==> src/sv/sdus_pkg.sv <==
// ----------------------------------------------------------------------------
// sdus_pkg
// Shared constants, types and the segment encoding table for the display
// update sequencer.
// ----------------------------------------------------------------------------
`default_nettype none

package sdus_pkg;

  localparam int DIGITS          = 4;
  localparam int STEPS_PER_DIGIT = 8;
  localparam int NUM_CHARS       = 4;
  localparam int SUB_W           = $clog2(STEPS_PER_DIGIT);
  localparam int SEQ_END         = DIGITS * STEPS_PER_DIGIT;
  localparam int STEP_W          = $clog2(SEQ_END + 1);
  localparam int IDX_W           = (DIGITS > 1) ? $clog2(DIGITS) : 1;
  localparam int QDEPTH          = 4;
  localparam int QPTR_W          = $clog2(QDEPTH);
  localparam int QCNT_W          = $clog2(QDEPTH + 1);

  // item kinds
  localparam logic [1:0] OP_TICK         = 2'd0;
  localparam logic [1:0] OP_SET_NORMAL   = 2'd1;
  localparam logic [1:0] OP_SET_OVERRIDE = 2'd2;
  localparam logic [1:0] OP_BRIGHTNESS   = 2'd3;

  // bus actions
  localparam logic [1:0] ACT_START = 2'd0;
  localparam logic [1:0] ACT_WRITE = 2'd1;
  localparam logic [1:0] ACT_STOP  = 2'd2;

  // one queued result: a single action or a start/write/stop triple
  typedef struct packed {
    logic       triple;
    logic [1:0] action;
    logic [7:0] data;
  } res_t;

  function automatic logic [7:0] seg_code(input logic [7:0] ch);
    logic [7:0] code;
    case (ch) inside
      "0", "o", "O": code = 8'h3f;
      "1", "i", "I": code = 8'h06;
      "2":           code = 8'h5b;
      "3":           code = 8'h4f;
      "4":           code = 8'h66;
      "5", "s", "S": code = 8'h6d;
      "6":           code = 8'h7d;
      "7":           code = 8'h07;
      "8", "B":      code = 8'h7f;
      "9":           code = 8'h6f;
      "a", "A", "R": code = 8'h77;
      "b":           code = 8'h7c;
      "c", "C":      code = 8'h39;
      "d", "D":      code = 8'h5e;
      "e", "E":      code = 8'h79;
      "f", "F":      code = 8'h71;
      "l", "L":      code = 8'h38;
      "p", "P":      code = 8'h73;
      default:       code = 8'h00;
    endcase
    return code;
  endfunction

endpackage

`default_nettype wire

==> src/sv/segment_display_update_sequencer_unit.sv <==
// ----------------------------------------------------------------------------
// segment_display_update_sequencer_unit
// Four-digit two-wire display update sequencer: message encoding, override
// timing, per-digit bus sequence and brightness commands.
// ----------------------------------------------------------------------------
// Items arrive on the s_ stream (op in s_tuser) and are taken one per cycle
// whenever the result queue is not full; each item is fully evaluated in the
// cycle it is accepted, with one lane per digit encoding characters and
// checking the staged message for changes.
// A tick with nonzero time takes one step of the eight-step-per-digit
// sequence unless it is done and nothing is pending, giving zero or one bus
// action; a brightness item yields a start, write, stop run of three
// transfers; set items yield nothing. Results leave on the m_ stream (action
// in m_tuser, byte in m_tdata, m_tlast on the final transfer of an item) in
// the cycle after acceptance at the earliest. The four-entry result queue
// sets the back-pressure: while m_tready is low it fills and s_tready drops
// once four items with results are waiting. Sustained rate is one item per
// cycle while m_tready stays high and no brightness run holds the output.
// Reset (rst, synchronous) clears all messages, the sequence, the times and
// the queue, and loads the register defaults. Registers are written through
// the APB port at byte address 4*index.
// ----------------------------------------------------------------------------
`default_nettype none

module segment_display_update_sequencer_unit (
  input  wire logic         clk,
  input  wire logic         rst,
  // stream in
  input  wire logic         s_tvalid,
  output logic              s_tready,
  // time_us[31:0], char0[39:32], char1[47:40], char2[55:48], char3[63:56],
  // char_count[66:64], colon_on[67], duration_us[99:68],
  // brightness_level[107:100], zero pad[111:108]
  input  wire logic [111:0] s_tdata,
  input  wire logic   [1:0] s_tuser,  // op[1:0]
  // stream out
  output logic              m_tvalid,
  input  wire logic         m_tready,
  output logic        [7:0] m_tdata,  // bus_byte[7:0]
  output logic        [1:0] m_tuser,  // bus_action[1:0]
  output logic              m_tlast,  // last_of_run
  // configuration
  input  wire logic         psel,
  input  wire logic         penable,
  input  wire logic         pwrite,
  input  wire logic   [4:0] paddr,
  input  wire logic  [31:0] pwdata,
  output logic       [31:0] prdata,
  output logic              pready
);

  localparam logic [2:0] REG_FIXED_ADDR = 3'd0;
  localparam logic [2:0] REG_SET_ADDR   = 3'd1;
  localparam logic [2:0] REG_BRIGHT     = 3'd2;
  localparam logic [2:0] REG_COLON      = 3'd3;
  localparam logic [2:0] REG_MAX_BRIGHT = 3'd4;
  localparam logic [2:0] REG_MIN_BRIGHT = 3'd5;

  localparam int D       = sdus_pkg::DIGITS;
  localparam int SW      = sdus_pkg::STEP_W;
  localparam int IDX_W_L = sdus_pkg::IDX_W;

  // configuration registers
  logic [7:0] fixed_addr_cmd;
  logic [7:0] set_addr_cmd;
  logic [7:0] bright_cmd;
  logic [7:0] colon_flag;
  logic [2:0] max_bright;
  logic [2:0] min_bright;
  logic [2:0] cfg_idx;
  logic       cfg_wr;

  // block state
  logic [D-1:0][7:0] normal_msg, normal_msg_next;
  logic [D-1:0][7:0] override_msg, override_msg_next;
  logic [D-1:0][7:0] staged_msg, staged_msg_next;
  logic              pending, pending_next;
  logic [SW-1:0]     step, step_next;
  logic [31:0]       last_time, last_time_next;
  logic [31:0]       ov_start, ov_start_next;
  logic [31:0]       ov_life, ov_life_next;

  // item fields
  logic [1:0]  op;
  logic [31:0] time_us;
  logic [7:0]  chars [sdus_pkg::NUM_CHARS];
  logic [2:0]  char_count;
  logic        colon_on;
  logic [31:0] duration_us;
  logic [7:0]  bright_level;

  logic              s_fire;
  logic              q_full;
  logic              emit;
  sdus_pkg::res_t    res;
  logic [D-1:0][7:0] codes;
  logic [D-1:0][7:0] src_msg;
  logic [D-1:0]      diffs;
  logic [2:0]        cnt_clamp;
  logic              pend_mid;
  logic              seq_done;
  logic [sdus_pkg::SUB_W-1:0] sub_eff;
  logic [IDX_W_L-1:0]         idx;
  logic [7:0]        lvl;
  logic              restage;

  assign op           = s_tuser;
  assign time_us      = s_tdata[31:0];
  assign chars[0]     = s_tdata[39:32];
  assign chars[1]     = s_tdata[47:40];
  assign chars[2]     = s_tdata[55:48];
  assign chars[3]     = s_tdata[63:56];
  assign char_count   = s_tdata[66:64];
  assign colon_on     = s_tdata[67];
  assign duration_us  = s_tdata[99:68];
  assign bright_level = s_tdata[107:100];

  assign s_tready = !q_full;
  assign s_fire   = s_tvalid && s_tready;

  // digit count saturates at four and at the digit count
  always_comb begin
    cnt_clamp = (char_count > 3'd4) ? 3'd4 : char_count;
    if (int'(cnt_clamp) > D) begin
      cnt_clamp = 3'(D);
    end
  end

  // digit lanes
  for (genvar i = 0; i < D; i++) begin : g_lane
    logic [7:0] lane_ch;
    logic       lane_act;
    if (i < sdus_pkg::NUM_CHARS) begin : g_char
      assign lane_ch  = chars[i];
      assign lane_act = (int'(cnt_clamp) > i);
    end else begin : g_blank
      assign lane_ch  = 8'h00;
      assign lane_act = 1'b0;
    end
    sdus_lane u_lane (
      .ch          (lane_ch),
      .active      (lane_act),
      .colon_on    (colon_on),
      .colon_flag  (colon_flag),
      .code        (codes[i]),
      .staged_byte (staged_msg[i]),
      .src_byte    (src_msg[i]),
      .diff        (diffs[i])
    );
  end

  assign seq_done = (step >= SW'(sdus_pkg::SEQ_END));
  assign sub_eff  = seq_done ? '0 : step[sdus_pkg::SUB_W-1:0];
  assign idx      = IDX_W_L'(step >> sdus_pkg::SUB_W);

  // brightness clamp
  always_comb begin
    lvl = bright_level;
    if (bright_level > {5'd0, max_bright}) begin
      lvl = {5'd0, max_bright};
    end else if (bright_level < {5'd0, min_bright}) begin
      lvl = {5'd0, min_bright};
    end
  end

  // sequence step, message update and restage
  always_comb begin
    step_next         = step;
    pend_mid          = pending;
    last_time_next    = last_time;
    normal_msg_next   = normal_msg;
    override_msg_next = override_msg;
    ov_start_next     = ov_start;
    ov_life_next      = ov_life;
    emit              = 1'b0;
    res               = '0;
    restage           = 1'b1;

    case (op)
      sdus_pkg::OP_TICK: begin
        if (time_us != 32'd0) begin
          last_time_next = time_us;
          if (!(seq_done && !pending)) begin
            step_next = step + 1'b1;
            case (sub_eff)
              3'd0: begin
                if (pending) begin
                  step_next = SW'(1);
                  pend_mid  = 1'b0;
                end
              end
              3'd1, 3'd4: begin
                emit = 1'b1;
                res  = '{triple: 1'b0, action: sdus_pkg::ACT_START, data: 8'h00};
              end
              3'd2: begin
                emit = 1'b1;
                res  = '{triple: 1'b0, action: sdus_pkg::ACT_WRITE, data: fixed_addr_cmd};
              end
              3'd5: begin
                emit = 1'b1;
                res  = '{triple: 1'b0, action: sdus_pkg::ACT_WRITE,
                         data: 8'(step >> sdus_pkg::SUB_W) | set_addr_cmd};
              end
              3'd6: begin
                emit = 1'b1;
                res  = '{triple: 1'b0, action: sdus_pkg::ACT_WRITE,
                         data: staged_msg[idx]};
              end
              default: begin
                emit = 1'b1;
                res  = '{triple: 1'b0, action: sdus_pkg::ACT_STOP, data: 8'h00};
              end
            endcase
          end
        end
      end
      sdus_pkg::OP_SET_NORMAL: begin
        normal_msg_next = codes;
      end
      sdus_pkg::OP_SET_OVERRIDE: begin
        override_msg_next = codes;
        ov_life_next      = duration_us;
        ov_start_next     = last_time;
      end
      default: begin
        restage = 1'b0;
        emit    = 1'b1;
        res     = '{triple: 1'b1, action: sdus_pkg::ACT_WRITE, data: bright_cmd + lvl};
      end
    endcase

    src_msg = normal_msg_next;
    if (restage && ov_start_next != 32'd0) begin
      if ((last_time_next - ov_start_next) > ov_life_next) begin
        ov_start_next = 32'd0;
        ov_life_next  = 32'd0;
      end else begin
        src_msg = override_msg_next;
      end
    end

    staged_msg_next = restage ? src_msg : staged_msg;
    pending_next    = pend_mid | (restage & (|diffs));
  end

  always_ff @(posedge clk) begin
    if (rst) begin
      normal_msg   <= '0;
      override_msg <= '0;
      staged_msg   <= '0;
      pending      <= 1'b0;
      step         <= '0;
      last_time    <= '0;
      ov_start     <= '0;
      ov_life      <= '0;
    end else if (s_fire) begin
      normal_msg   <= normal_msg_next;
      override_msg <= override_msg_next;
      staged_msg   <= staged_msg_next;
      pending      <= pending_next;
      step         <= step_next;
      last_time    <= last_time_next;
      ov_start     <= ov_start_next;
      ov_life      <= ov_life_next;
    end
  end

  sdus_outq u_outq (
    .clk      (clk),
    .rst      (rst),
    .push     (s_fire && emit),
    .push_res (res),
    .full     (q_full),
    .m_tvalid (m_tvalid),
    .m_tready (m_tready),
    .m_tdata  (m_tdata),
    .m_tuser  (m_tuser),
    .m_tlast  (m_tlast)
  );

  // configuration port
  assign pready  = 1'b1;
  assign cfg_idx = paddr[4:2];
  assign cfg_wr  = psel && penable && pwrite && pready;

  always_ff @(posedge clk) begin
    if (rst) begin
      fixed_addr_cmd <= 8'h44;
      set_addr_cmd   <= 8'hc0;
      bright_cmd     <= 8'h88;
      colon_flag     <= 8'h80;
      max_bright     <= 3'd7;
      min_bright     <= 3'd0;
    end else if (cfg_wr) begin
      unique case (cfg_idx)
        REG_FIXED_ADDR: fixed_addr_cmd <= pwdata[7:0];
        REG_SET_ADDR:   set_addr_cmd   <= pwdata[7:0];
        REG_BRIGHT:     bright_cmd     <= pwdata[7:0];
        REG_COLON:      colon_flag     <= pwdata[7:0];
        REG_MAX_BRIGHT: max_bright     <= pwdata[2:0];
        REG_MIN_BRIGHT: min_bright     <= pwdata[2:0];
        default: ;
      endcase
    end
  end

  always_comb begin
    unique case (cfg_idx)
      REG_FIXED_ADDR: prdata = {24'd0, fixed_addr_cmd};
      REG_SET_ADDR:   prdata = {24'd0, set_addr_cmd};
      REG_BRIGHT:     prdata = {24'd0, bright_cmd};
      REG_COLON:      prdata = {24'd0, colon_flag};
      REG_MAX_BRIGHT: prdata = {29'd0, max_bright};
      REG_MIN_BRIGHT: prdata = {29'd0, min_bright};
      default:        prdata = 32'd0;
    endcase
  end

endmodule

`default_nettype wire

==> src/sv/sdus_lane.sv <==
// ----------------------------------------------------------------------------
// sdus_lane
// One digit lane: encodes a character to its segment code and flags a
// difference between the staged digit and its new source.
// ----------------------------------------------------------------------------
`default_nettype none

module sdus_lane (
  input  wire logic [7:0] ch,
  input  wire logic       active,
  input  wire logic       colon_on,
  input  wire logic [7:0] colon_flag,
  output logic      [7:0] code,
  input  wire logic [7:0] staged_byte,
  input  wire logic [7:0] src_byte,
  output logic            diff
);

  always_comb begin
    code = 8'h00;
    if (active) begin
      code = sdus_pkg::seg_code(ch) + (colon_on ? colon_flag : 8'h00);
    end
  end

  assign diff = (staged_byte != src_byte);

endmodule

`default_nettype wire

==> src/sv/sdus_outq.sv <==
// ----------------------------------------------------------------------------
// sdus_outq
// Result queue and output serializer: holds queued results and expands a
// brightness triple into start, write and stop transfers.
// ----------------------------------------------------------------------------
`default_nettype none

module sdus_outq (
  input  wire logic          clk,
  input  wire logic          rst,
  input  wire logic          push,
  input  wire sdus_pkg::res_t push_res,
  output logic               full,
  output logic               m_tvalid,
  input  wire logic          m_tready,
  output logic         [7:0] m_tdata,  // bus_byte[7:0]
  output logic         [1:0] m_tuser,  // bus_action[1:0]
  output logic               m_tlast
);

  localparam logic [1:0] PH_START = 2'd0;
  localparam logic [1:0] PH_WRITE = 2'd1;
  localparam logic [1:0] PH_STOP  = 2'd2;

  sdus_pkg::res_t                     mem [sdus_pkg::QDEPTH];
  logic [sdus_pkg::QPTR_W-1:0]        wr_ptr;
  logic [sdus_pkg::QPTR_W-1:0]        rd_ptr;
  logic [sdus_pkg::QCNT_W-1:0]        count;
  logic [1:0]                         phase;
  sdus_pkg::res_t                     head;
  logic                               xfer;
  logic                               pop;

  assign head     = mem[rd_ptr];
  assign m_tvalid = (count != '0);
  assign full     = (count == sdus_pkg::QCNT_W'(sdus_pkg::QDEPTH));
  assign xfer     = m_tvalid && m_tready;
  assign pop      = xfer && m_tlast;

  always_comb begin
    m_tuser = head.action;
    m_tdata = head.data;
    m_tlast = 1'b1;
    if (head.triple) begin
      case (phase)
        PH_START: begin
          m_tuser = sdus_pkg::ACT_START;
          m_tdata = 8'h00;
          m_tlast = 1'b0;
        end
        PH_WRITE: begin
          m_tuser = sdus_pkg::ACT_WRITE;
          m_tlast = 1'b0;
        end
        default: begin
          m_tuser = sdus_pkg::ACT_STOP;
          m_tdata = 8'h00;
        end
      endcase
    end
  end

  always_ff @(posedge clk) begin
    if (push) begin
      mem[wr_ptr] <= push_res;
    end
  end

  always_ff @(posedge clk) begin
    if (rst) begin
      wr_ptr <= '0;
      rd_ptr <= '0;
      count  <= '0;
      phase  <= PH_START;
    end else begin
      if (push) begin
        wr_ptr <= wr_ptr + 1'b1;
      end
      if (pop) begin
        rd_ptr <= rd_ptr + 1'b1;
      end
      if (push && !pop) begin
        count <= count + 1'b1;
      end else if (!push && pop) begin
        count <= count - 1'b1;
      end
      if (xfer) begin
        phase <= m_tlast ? PH_START : phase + 1'b1;
      end
    end
  end

  a_count_bound: assert property (@(posedge clk) disable iff (rst)
    count <= sdus_pkg::QCNT_W'(sdus_pkg::QDEPTH))
    else $error("queue count out of range");

  a_phase_bound: assert property (@(posedge clk) disable iff (rst)
    phase == PH_START || phase == PH_WRITE || phase == PH_STOP)
    else $error("serializer phase out of range");

  a_single_phase: assert property (@(posedge clk) disable iff (rst)
    (m_tvalid && !head.triple) |-> phase == PH_START)
    else $error("single result seen mid-triple");

  a_push_grows: assert property (@(posedge clk) disable iff (rst)
    (push && !pop) |=> count == $past(count) + 1'b1)
    else $error("queue count did not grow on push");

  a_no_push_full: assert property (@(posedge clk) disable iff (rst)
    full |-> !push)
    else $error("push into full queue");

endmodule

`default_nettype wire
==> config.mk <==
export PLATFORM = sky130hd
export DESIGN_NAME = segment_display_update_sequencer_unit
export DESIGN_NICKNAME = d
export VERILOG_FILES = /design/src/sv/sdus_pkg.sv /design/src/sv/segment_display_update_sequencer_unit.sv /design/src/sv/sdus_lane.sv /design/src/sv/sdus_outq.sv
export SDC_FILE = /design/constraint.sdc
export NUM_CORES = 1
export LEC_CHECK = 0
export BUFFER_PORTS_ARGS = -buffer_cell sky130_fd_sc_hd__buf_2
export CORE_UTILIZATION = 60
export CTS_BUF_LIST = sky130_fd_sc_hd__clkbuf_8 sky130_fd_sc_hd__clkbuf_16
export CTS_CLUSTER_DIAMETER = 60
export DETAILED_ROUTE_END_ITERATION = 12
export GPL_ROUTABILITY_DRIVEN = 0
export PLACE_DENSITY = 0.81
export SLEW_MARGIN = 20
export SYNTH_ARGS = -nofsm -noshare
export SYNTH_HDL_FRONTEND = slang
export SYNTH_SLANG_ARGS = --single-unit
==> constraint.sdc <==
create_clock -name clk -period 11.8 [get_ports clk]
set_input_delay 2.36 -clock clk [delete_from_list [all_inputs] [get_ports clk]]
set_output_delay 2.36 -clock clk [all_outputs]
set_load 0.1 [all_outputs]
After elaboration in Yosys (flattened, before gate mapping):

Memory sizes are Yosys's and may differ from the RTL's. A register that Yosys moved wholly into a read port is not among the register bits.
Cells that the tools add are included.

* bits in registers: 246
* RAM bits: 44
* output and inout port bits: 46
* memories: 1

* $add $sub $neg: 12
* order comparisons: 11
* equality and inequality tests: 150
* muxes and demuxes: 129
* bitwise logic cells: 4
* reductions and logical operators: 79

Memories
* u_outq.mem: words 4, bits a word 11, read ports 1, clocked after Yosys merged registers in 1, write ports 1, line sdus_outq.sv:25 `sdus_pkg::res_t mem [sdus_pkg::QDEPTH];`

Operators by type and width (number)
* equality test 8 x 7 -> 1 bit (second input constant): 92
* 2-to-1 mux 8 bit: 82
* 2-to-1 mux 32 bit: 12
* equality test 8 x 6 -> 1 bit (second input constant): 40
* nonzero test 32 bit: 2
* OR reduction 2 bit: 30
* OR reduction 3 bit: 18
* case mux 8 bit (6 select lines): 1
* adder 8 bit: 5
* case mux 10 bit (4 select lines): 1
* greater-than comparator 32 bit: 1
* != test 8 bit: 4
* subtractor 32 bit: 1
* 2-to-1 mux 7 bit: 4
* case mux 11 bit (2 select lines): 1
* 2-to-1 mux 10 bit: 2
* equality test 3 bit (second input constant): 6
* binary-select mux 8 bit (select 2 bit): 1
* 2-to-1 mux 3 bit: 5
* AND reduction 2 bit: 7
* 2-to-1 mux 1 bit: 12
* 2-to-1 mux 6 bit: 2
* logical AND 1 bit: 10
* equality test 3 x 2 -> 1 bit (second input constant): 3
* 28 further kinds: 43

Longest topological paths before layout:

Gate-level depths: netlist (run 1).

* depth after elaboration: 30
* depth in mapped cells: 36
* gate-level depth less buffers: 30

Modules after synthesis:

Synthesis (run 1) repeated with hierarchy kept, for this count alone.

* cells, all modules: 2455
* area total of the unflattened synthesis: 20707.4 sq um

Modules (own cells, without submodules)
* segment_display_update_sequencer_unit: instances 1, cells each 1700, area an instance 14201.1 sq um
* sdus_lane (g_lane[0].u_lane ...): instances 3, cells each 152, area an instance 1056.0 sq um
* sdus_outq: instances 1, cells each 134, area an instance 2245.9 sq um
* sdus_lane (g_lane[1].u_lane): instances 1, cells each 165, area an instance 1092.3 sq um

Worst setup path before layout (run 1):

OpenSTA, ideal clock, no wires.

* path type: input-to-reg
* start: input port s_tuser[0]
* end: register pending
* arrival time: 9.390 ns
* setup slack: 2.284 ns
* stages: 34
* path buffers: 7
* path through: inv_1 ha_1 buf_2 buf_1 buf_2 clkbuf_1 buf_2 buf_1 mux2i_1 ha_1 a21o_1 a21o_1 a21o_1 nand3_1 a31oi_1 o311ai_0 nand3_1 o41ai_1 o21bai_1 a21oi_1 xor2_1 ha_1 nand4_2 nor4_4 nand4_1 or3_1 o21ai_4 nand2_4 buf_6 mux2i_1 xor2_1 a2111oi_0 nand4_1 o41a_1

* longest elaborated chain between the ends: 10

RTL lines
* from (decl): line segment_display_update_sequencer_unit.sv:35 `input wire logic [1:0] s_tuser,`
* equality test 2 bit or logical NOT 2 bit (tied branches): line segment_display_update_sequencer_unit.sv:179 `case (op)`
* 2-to-1 mux 32 bit: line segment_display_update_sequencer_unit.sv:179
* subtractor 32 bit: line segment_display_update_sequencer_unit.sv:235 `if ((last_time_next - ov_start_next) > ov_life_next) begin`
* greater-than comparator 32 bit: line segment_display_update_sequencer_unit.sv:235
* 2-to-1 mux 32 bit: line segment_display_update_sequencer_unit.sv:235
* 2-to-1 mux 32 bit: line segment_display_update_sequencer_unit.sv:234 `if (restage && ov_start_next != 32'd0) begin`
* != test 8 bit: line sdus_lane.sv:26 `assign diff = (staged_byte != src_byte);`
* OR reduction 4 bit: line segment_display_update_sequencer_unit.sv:244 `pending_next = pend_mid | (restage & (|diffs));`
* AND 1 bit: line segment_display_update_sequencer_unit.sv:244
* OR 1 bit (*): line segment_display_update_sequencer_unit.sv:244
* to (signal assigned): line segment_display_update_sequencer_unit.sv:261 `pending <= pending_next;`
* to (decl): line segment_display_update_sequencer_unit.sv:77 `logic pending, pending_next;`

Mark *: on every way between the ends. The rest lies on a longest branch, timed or not.
A chain may end at the register's enable or synchronous reset.

Worst setup path in the final report (run 1):

* start: input port s_tdata[21]
* end: register pending

* longest elaborated chain between the ends: 11

RTL lines
* from (decl): line segment_display_update_sequencer_unit.sv:34 `input wire logic [111:0] s_tdata,`
* nonzero test 32 bit: line segment_display_update_sequencer_unit.sv:181 `if (time_us != 32'd0) begin`
* 2-to-1 mux 32 bit: line segment_display_update_sequencer_unit.sv:181
* 2-to-1 mux 32 bit: line segment_display_update_sequencer_unit.sv:179
* subtractor 32 bit: line segment_display_update_sequencer_unit.sv:235
* greater-than comparator 32 bit: line segment_display_update_sequencer_unit.sv:235
* 2-to-1 mux 32 bit: line segment_display_update_sequencer_unit.sv:235
* 2-to-1 mux 32 bit: line segment_display_update_sequencer_unit.sv:234
* != test 8 bit: line sdus_lane.sv:26
* OR reduction 4 bit: line segment_display_update_sequencer_unit.sv:244
* AND 1 bit: line segment_display_update_sequencer_unit.sv:244
* OR 1 bit (*): line segment_display_update_sequencer_unit.sv:244

Marks and branches as above.

==> results.md, run 1 <==
- Status: finished, final reports clean
- RSZ-0062 raised after global routing: no
- Ports: between 200 and 250
- Count of buffers from port buffering: about 150
- Post-synth top flop: dfxtp_1
- Gates resized, CTS repair: 0
- Initial antenna violation count: 2
- Main combinational cell family by area after synthesis: simple AND/OR/NAND/NOR gates
- Hold_buf cts: 0
- Worst path buffer plus inverter count: 3
- Slowest stage delay, CP: around 0.8 ns
- Skew final: 0.01490 ns
- Initial core utilization: 0.6086
- Most frequent cell after synthesis: nor2_1
- Post-Synth Simple-Gate Area: 0.2171
- Slowest CP cell: and2_1
- Area contributors post-synth: dfxtp_1 (24%), mux2i_1 (7.9%), ha_1 (7.2%)
- Setup CP Type: input port to register
- Vias in the first global route: around 18000
- Num rows: 67
- Pleak: between 0.009 and 0.01 µW
- Final worst-path cycle share: 0.9218
- Startpoint types: input port
- Total overflow reported by the global router: 0
- Mapped Cells: between 2000 and 2500
- Core area: around 33000 µm²
- Final net count: ~2800
- Yosys cell types: 85
- Fmax: just over 0.09 GHz
- Max Slew Vio Count: 0
- Post-synth top area cell: dfxtp_1
- HP Class: register to register
- Avg Synthesized Cell Area: about 8.2 µm²
- MaxCap Viol Count: 0
- Top cell type's share of synthesized area: 0.2439
- CP most frequent cell: a21oi_1
- Post-synthesis sequential area ratio: 0.3088
- Largest net degree at the start of global routing: around 110
- All-Layer GR Usage: 0.3171
- WL per Instance: 18.61 µm
- Die area: around 35000 µm²
- DRC: 0
- Final setup vio count: 0
- Vias: ~19000
- Via density: 6.324
- Compound-Gate Fraction of Synth Area: 0.1856
- Total power: about 4000 µW
- Initial DRC count: about 1800
- Syn-to-layout area delta: 10.00%
- Worst slew margin: 0.3242
- Total Wirelength: between 50 and 60 mm
- Mux share of post-synthesis cell area: 0.1257
- Clk buf depth: 3
- Routed Antenna Nets: 0
- Detailed Routing Iterations Pass 1: 7
- Yosys warning total: 0
- CTS Sinks: ~290
- Post-Layout Cell Count: a little over 3000
- CTS tree: yes
- Mapped cell area: ~20000 µm²
- Seq cells post-synth: between 200 and 300
- P per Cell Area: ~180 nW/µm²
- Fillers: 2675
- Fin crit period: around 11 ns
- Post-synthesis adder-cell area fraction: 0.07880
- CTS clock-pin slew for the worst setup and hold paths: 0.06 ns
- Worst-skew pair later-pin latency: ~0.52 ns
- Commonest cells in the netlist: nor2_1 (339), nand2_1 (258), dfxtp_1 (248)
- Final hold viol count: 0
- Die W: ~190 µm
- Max VDD drop: approximately 0.00023 V
- CP Max Fanout: 22
- Worst-margin pin slew: ~1.0 ns
- Die Ht: between 150 and 200 µm
- Setup Fix Bufs, Post-CTS: 0
- Post-synth EDFFs: 44
- Root Driver: clkbuf_16
- XOR/XNOR Fraction of Synth Area: 0.03571
- Layout cells sized above 1: 0.1244
- Ys async rst share: 0
- Num CTS Buffers: 35
- Setup TNS: 0 ns
- Required time worst endpoint: ~12 ns
- Crit. End Element: register
- Worst Path Arrival: between 10 and 15 ns
- H-tree depth: 2
- Inst Count DP: between 2000 and 3000
- Post-DP HPWL: between 30 and 40 mm
- First-pass GRT wire length: 88.84 mm
- CP delay by family, top: compound AO/OA/AOI/OAI gates
-- through the flow --
stage | utilization | hold WS [ns] | area, µm² | worst slack (ns)
4_1_cts | 0.6691 | 0.4543 | 22380 | 1.128
6_report | 0.6694 | 0.4526 | 22390 | 0.9225
2_1_floorplan | - | 0.4318 | 20460 | 2.284
3_5_place_dp | 0.6349 | 0.4466 | 21240 | 0.6283
5_1_grt | 0.6694 | 0.4688 | 22390 | 0.5319
3_3_place_gp | 0.6347 | 0.4395 | 21230 | 0.8053
-- flip-flops by register name (all words and copies together) (netlist names), 3 cells and up, named ones only --
| signal | count |
|---|---|
| u_outq.mem | 44 |
| last_time | 32 |
| normal_msg | 32 |
| ov_life | 32 |
| ov_start | 32 |
| override_msg | 32 |
| staged_msg | 32 |
| bright_cmd | 8 |
| colon_flag | 8 |
| fixed_addr_cmd | 8 |
| set_addr_cmd | 8 |
| step | 6 |
| max_bright | 3 |
| min_bright | 3 |
| u_outq.count | 3 |
-- cell type report --
cell class / instances / area (µm²) / area share
diodes: 2 / 5.005 / 0.0002235
clock buffers: 39 / 930.9 / 0.04157
clock inverters: 21 / 214.0 / 0.009555
inverters: 56 / 210.2 / 0.009388
multi-input cells: 1993 / 13260 / 0.5921
flip-flops and latches: 292 / 6286 / 0.2807
well taps: 448 / 560.5 / 0.02503
repair buffers: 172 / 927.1 / 0.04141
-- final timing paths --
kind	depth (start not counted)	slack, ns	from	to
hold / removal	2	0.45	normal_msg[11]$_SDFFE_PP0P_	normal_msg[11]$_SDFFE_PP0P_
hold reg to reg	2	0.45	normal_msg[11]$_SDFFE_PP0P_	normal_msg[11]$_SDFFE_PP0P_
setup / recovery	30	0.92	s_tdata[21]	pending$_SDFFE_PP0P_
setup reg to reg	25	4.25	last_time[1]$_SDFFE_PP0P_	pending$_SDFFE_PP0P_
-- cells by family after synthesis --
kind of cell               after synthesis
AOI/OAI and AO/OA                      573
xor gates and xnor gates                83
adders and majority gates              124
buffers and inverters                  229
DFF                                    292
muxes                                  221
other                                    2
and+or+nand+nor                        963
-- where the power goes --
part	internal, µW	switching [µW]
sequential	1090	82.5
clock	639	437
combinational	662	1110
-- layer usage --
| metal | up-vias | wire (µm) | global-route usage |
|---|---|---|---|
| li1 | 9057 | - | - |
| met1 | 8977 | 23590 | 0.4156 |
| met2 | 927 | 26190 | 0.5203 |
| met3 | 156 | 4224 | 0.04653 |
| met4 | 0 | 2235 | 0.1377 |
| met5 | - | 0 | 0 |
-- cells in the final DEF (no fill, tap or decap), types with 12 or more instances in the layout --
master	synthesis	final
mux4_2	24	24
dfxtp_1	248	248
ha_1	117	116
a22o_1	12	12
a21oi_1	215	215
xnor2_1	40	40
mux2_2	37	37
o21ai_0	62	62
and3_1	16	16
buf_2	9	147
nor4_1	31	30
nand3_1	61	61
nor3_1	96	95
o21a_1	13	13
conb_1	2	29
buf_4	26	24
nor2_1	339	338
nor2b_1	47	47
clkbuf_16	0	35
nand2_1	258	257
edfxtp_1	44	44
inv_1	53	59
a2bb2oi_1	61	61
a31oi_1	22	22
and2_1	19	19
a21o_1	29	29
nand4_1	19	19
xor2_1	43	43
nand2b_1	23	23
a211oi_1	24	24
mux2i_1	160	160
o211ai_1	21	21
-- worst min-delay path, delay by kind of cell (launching register included) --
kind,cells,cell delay (ns)
and+or+nand+nor,1,0.05
DFF,1,0.31
AOI/OAI and AO/OA,1,0.05
(Power assumes the default switching activity.)
==> run 2: changes to the inputs <==
--- a/config.mk
+++ b/config.mk
@@ -11,7 +11,7 @@
 export CTS_CLUSTER_DIAMETER = 60
 export DETAILED_ROUTE_END_ITERATION = 12
 export GPL_ROUTABILITY_DRIVEN = 0
-export PLACE_DENSITY = 0.81
+export PLACE_DENSITY = 0.82
 export SLEW_MARGIN = 20
 export SYNTH_ARGS = -nofsm -noshare
 export SYNTH_HDL_FRONTEND = slang
==> run 2 against run 1 <==
  * First-iteration DRC count is 14% higher
  * Global-route usage shrank 0.35 points
  * Clock power barely moved
  * Register-to-register slack improved by 0.07 ns
  * Setup slack worse by 0.032 ns
  * Maximum frequency shrank 0.29%
  * Critical endpoint unchanged
  * Core utilization unchanged
  * Final area unchanged
  * Critical path depth increased by 2
  * Die area unchanged
  * Flip-flop and latch count unchanged
==> results.md, run 2 (synthesis results as in run 1) <==
- Fin area: ~22000 µm²
- Slowest stage delay, CP: approximately 0.7 ns
- H-tree depth: 2
- Worst slew margin: 0.3041
- Clk buf depth: 3
- Root Driver: clkbuf_16
- Startpoint types: input port
- Final worst-path cycle share: 0.9245
- Most flops, register: u_outq.mem
- Max Slew Vio Count: 0
- Die Ht: 186.2 µm
- P per Cell Area: ~180 nW/µm²
- Clock power share: 0.265
- Setup Fix Bufs, Post-CTS: 0
- Pleak: roughly 0.009 µW
- Initial DRC count: between 2000 and 2500
- CP delay by family, top: compound AO/OA/AOI/OAI gates
- Num CTS Buffers: 35
- Max VDD drop: 0.0002222 V
- Vias: 19120
- CTS Sinks: slightly below 300
- Ports: just over 200
- Commonest non-fill, non-tap cell in the layout: nor2_1
- Routed Antenna Nets: 0
- Pint: roughly 2400 µW
- Final setup vio count: 0
- Total overflow reported by the global router: 0
- Sw frac: 0.4042
- Total Wirelength: ~56 mm
- CTS tree: yes
- Hold_buf cts: 0
- CP Max Fanout: 24
- Worst-skew pair later-pin latency: approximately 0.52 ns
- Placed Area: approximately 21000 µm²
- Initial antenna violation count: 1
- Detailed Routing Iterations Pass 1: 5
- Largest net degree at the start of global routing: between 100 and 150
- Max FFs per register: 44
- Final net count: about 2800
- Via density: 6.326
- First-pass GRT wire length: slightly below 90 mm
- Fmax: slightly above 0.09 GHz
- Commonest non-fill, non-tap cells in the layout: nor2_1 (338), nand2_1 (257), dfxtp_1 (248), a21oi_1 (215), mux2i_1 (160)
- Required time worst endpoint: 12.21 ns
- Post-DP HPWL: around 40 mm
- Setup TNS: 0 ns
- Syn-to-layout area delta: 10.00%
- DRC: 0
- MaxCap Viol Count: 0
- Combinational power share: 0.442
- Worst path buffer plus inverter count: 4
- Status: finished, final reports clean
- Worst-margin pin slew: roughly 1.0 ns
- Slowest CP cell: o21ai_4
- Core area: ~33000 µm²
- Crit. End Element: register
- CTS clock-pin slew for the worst setup and hold paths: 0.06 ns
- Gates resized, CTS repair: 0
- WL per Instance: around 18 µm
- Vias in the first global route: 17960
- Final hold viol count: 0
- Fin crit period: ~11 ns
- Die W: 186.2 µm
- Setup CP Type: input port to register
- Num rows: 67
- Total power: 4003 µW
- All-Layer GR Usage: 0.3136
- Die area: about 35000 µm²
- Skew final: slightly above 0.03 ns
- Seq pwr share: 0.293
- Worst Path Arrival: between 10 and 15 ns
- Count of buffers from port buffering: 148
- Sw power: about 1600 µW
- Layout cells sized above 1: 0.1232
- HP Class: register to register
- RSZ-0062 raised after global routing: no
- Initial core utilization: 0.6086
run 2: worst register-to-register path, delay by kind of cell (launching register included):
family          cells  cell delay (ns)
compound gates     13             3.56
simple gates        8             1.97
fa+ha+maj           2             0.63
buf+inv             2             0.47
flops               1             0.34
mux                 1             0.32
xor+xnor            1             0.11
run 2: routing by layer:
layer  global-route usage  routed length (µm)  up-vias
li1                     -                   -     9044
met1               0.4083               23360     9049
met2               0.5191               25890      881
met3              0.04478                4202      149
met4               0.1351                2085        0
met5                    0                   0        -
run 2: path summary, 6_finish.rpt:
path | start | to | slack, ns | cells past startpoint
setup reg to reg | last_time[1]$_SDFFE_PP0P_ | pending$_SDFFE_PP0P_ | 4.32 | 27
hold reg to reg | normal_msg[23]$_SDFFE_PP0P_ | normal_msg[23]$_SDFFE_PP0P_ | 0.45 | 2
hold / removal | normal_msg[23]$_SDFFE_PP0P_ | normal_msg[23]$_SDFFE_PP0P_ | 0.45 | 2
setup / recovery | s_tdata[25] | pending$_SDFFE_PP0P_ | 0.89 | 32
run 2: metrics by stage:
step	util	worst slack [ns]	instances	hold WS [ns]
2_1_floorplan	-	2.284	2514	0.4318
6_report	0.6694	0.8906	3023	0.4541
3_3_place_gp	0.6344	0.9711	2958	0.4398
4_1_cts	0.6690	1.243	3021	0.4501
3_5_place_dp	0.6349	0.7654	2958	0.4422
5_1_grt	0.6694	0.6237	3022	0.4637
run 2: area by class of cell:
cell class,instances,area [µm²]
flip-flops and latches,292,6286
clock inverters,23,186.4
repair buffers,169,920.9
fillers,2696,11060
well taps,448,560.5
multi-input cells,1993,13270
diodes,2,5.005
inverters,56,210.2
clock buffers,40,955.9
run 2: power by group through the flow:
stage / sequential [µW] / combinational, µW / clock [µW]
5_1_grt: 1180 / 1930 / 1110
4_1_cts: 1170 / 1740 / 1070
6_report: 1170 / 1770 / 1060
3_5_place_dp: 1190 / 1730 / 0
2_1_floorplan: 1160 / 1390 / 0
3_3_place_gp: 1190 / 1670 / 0
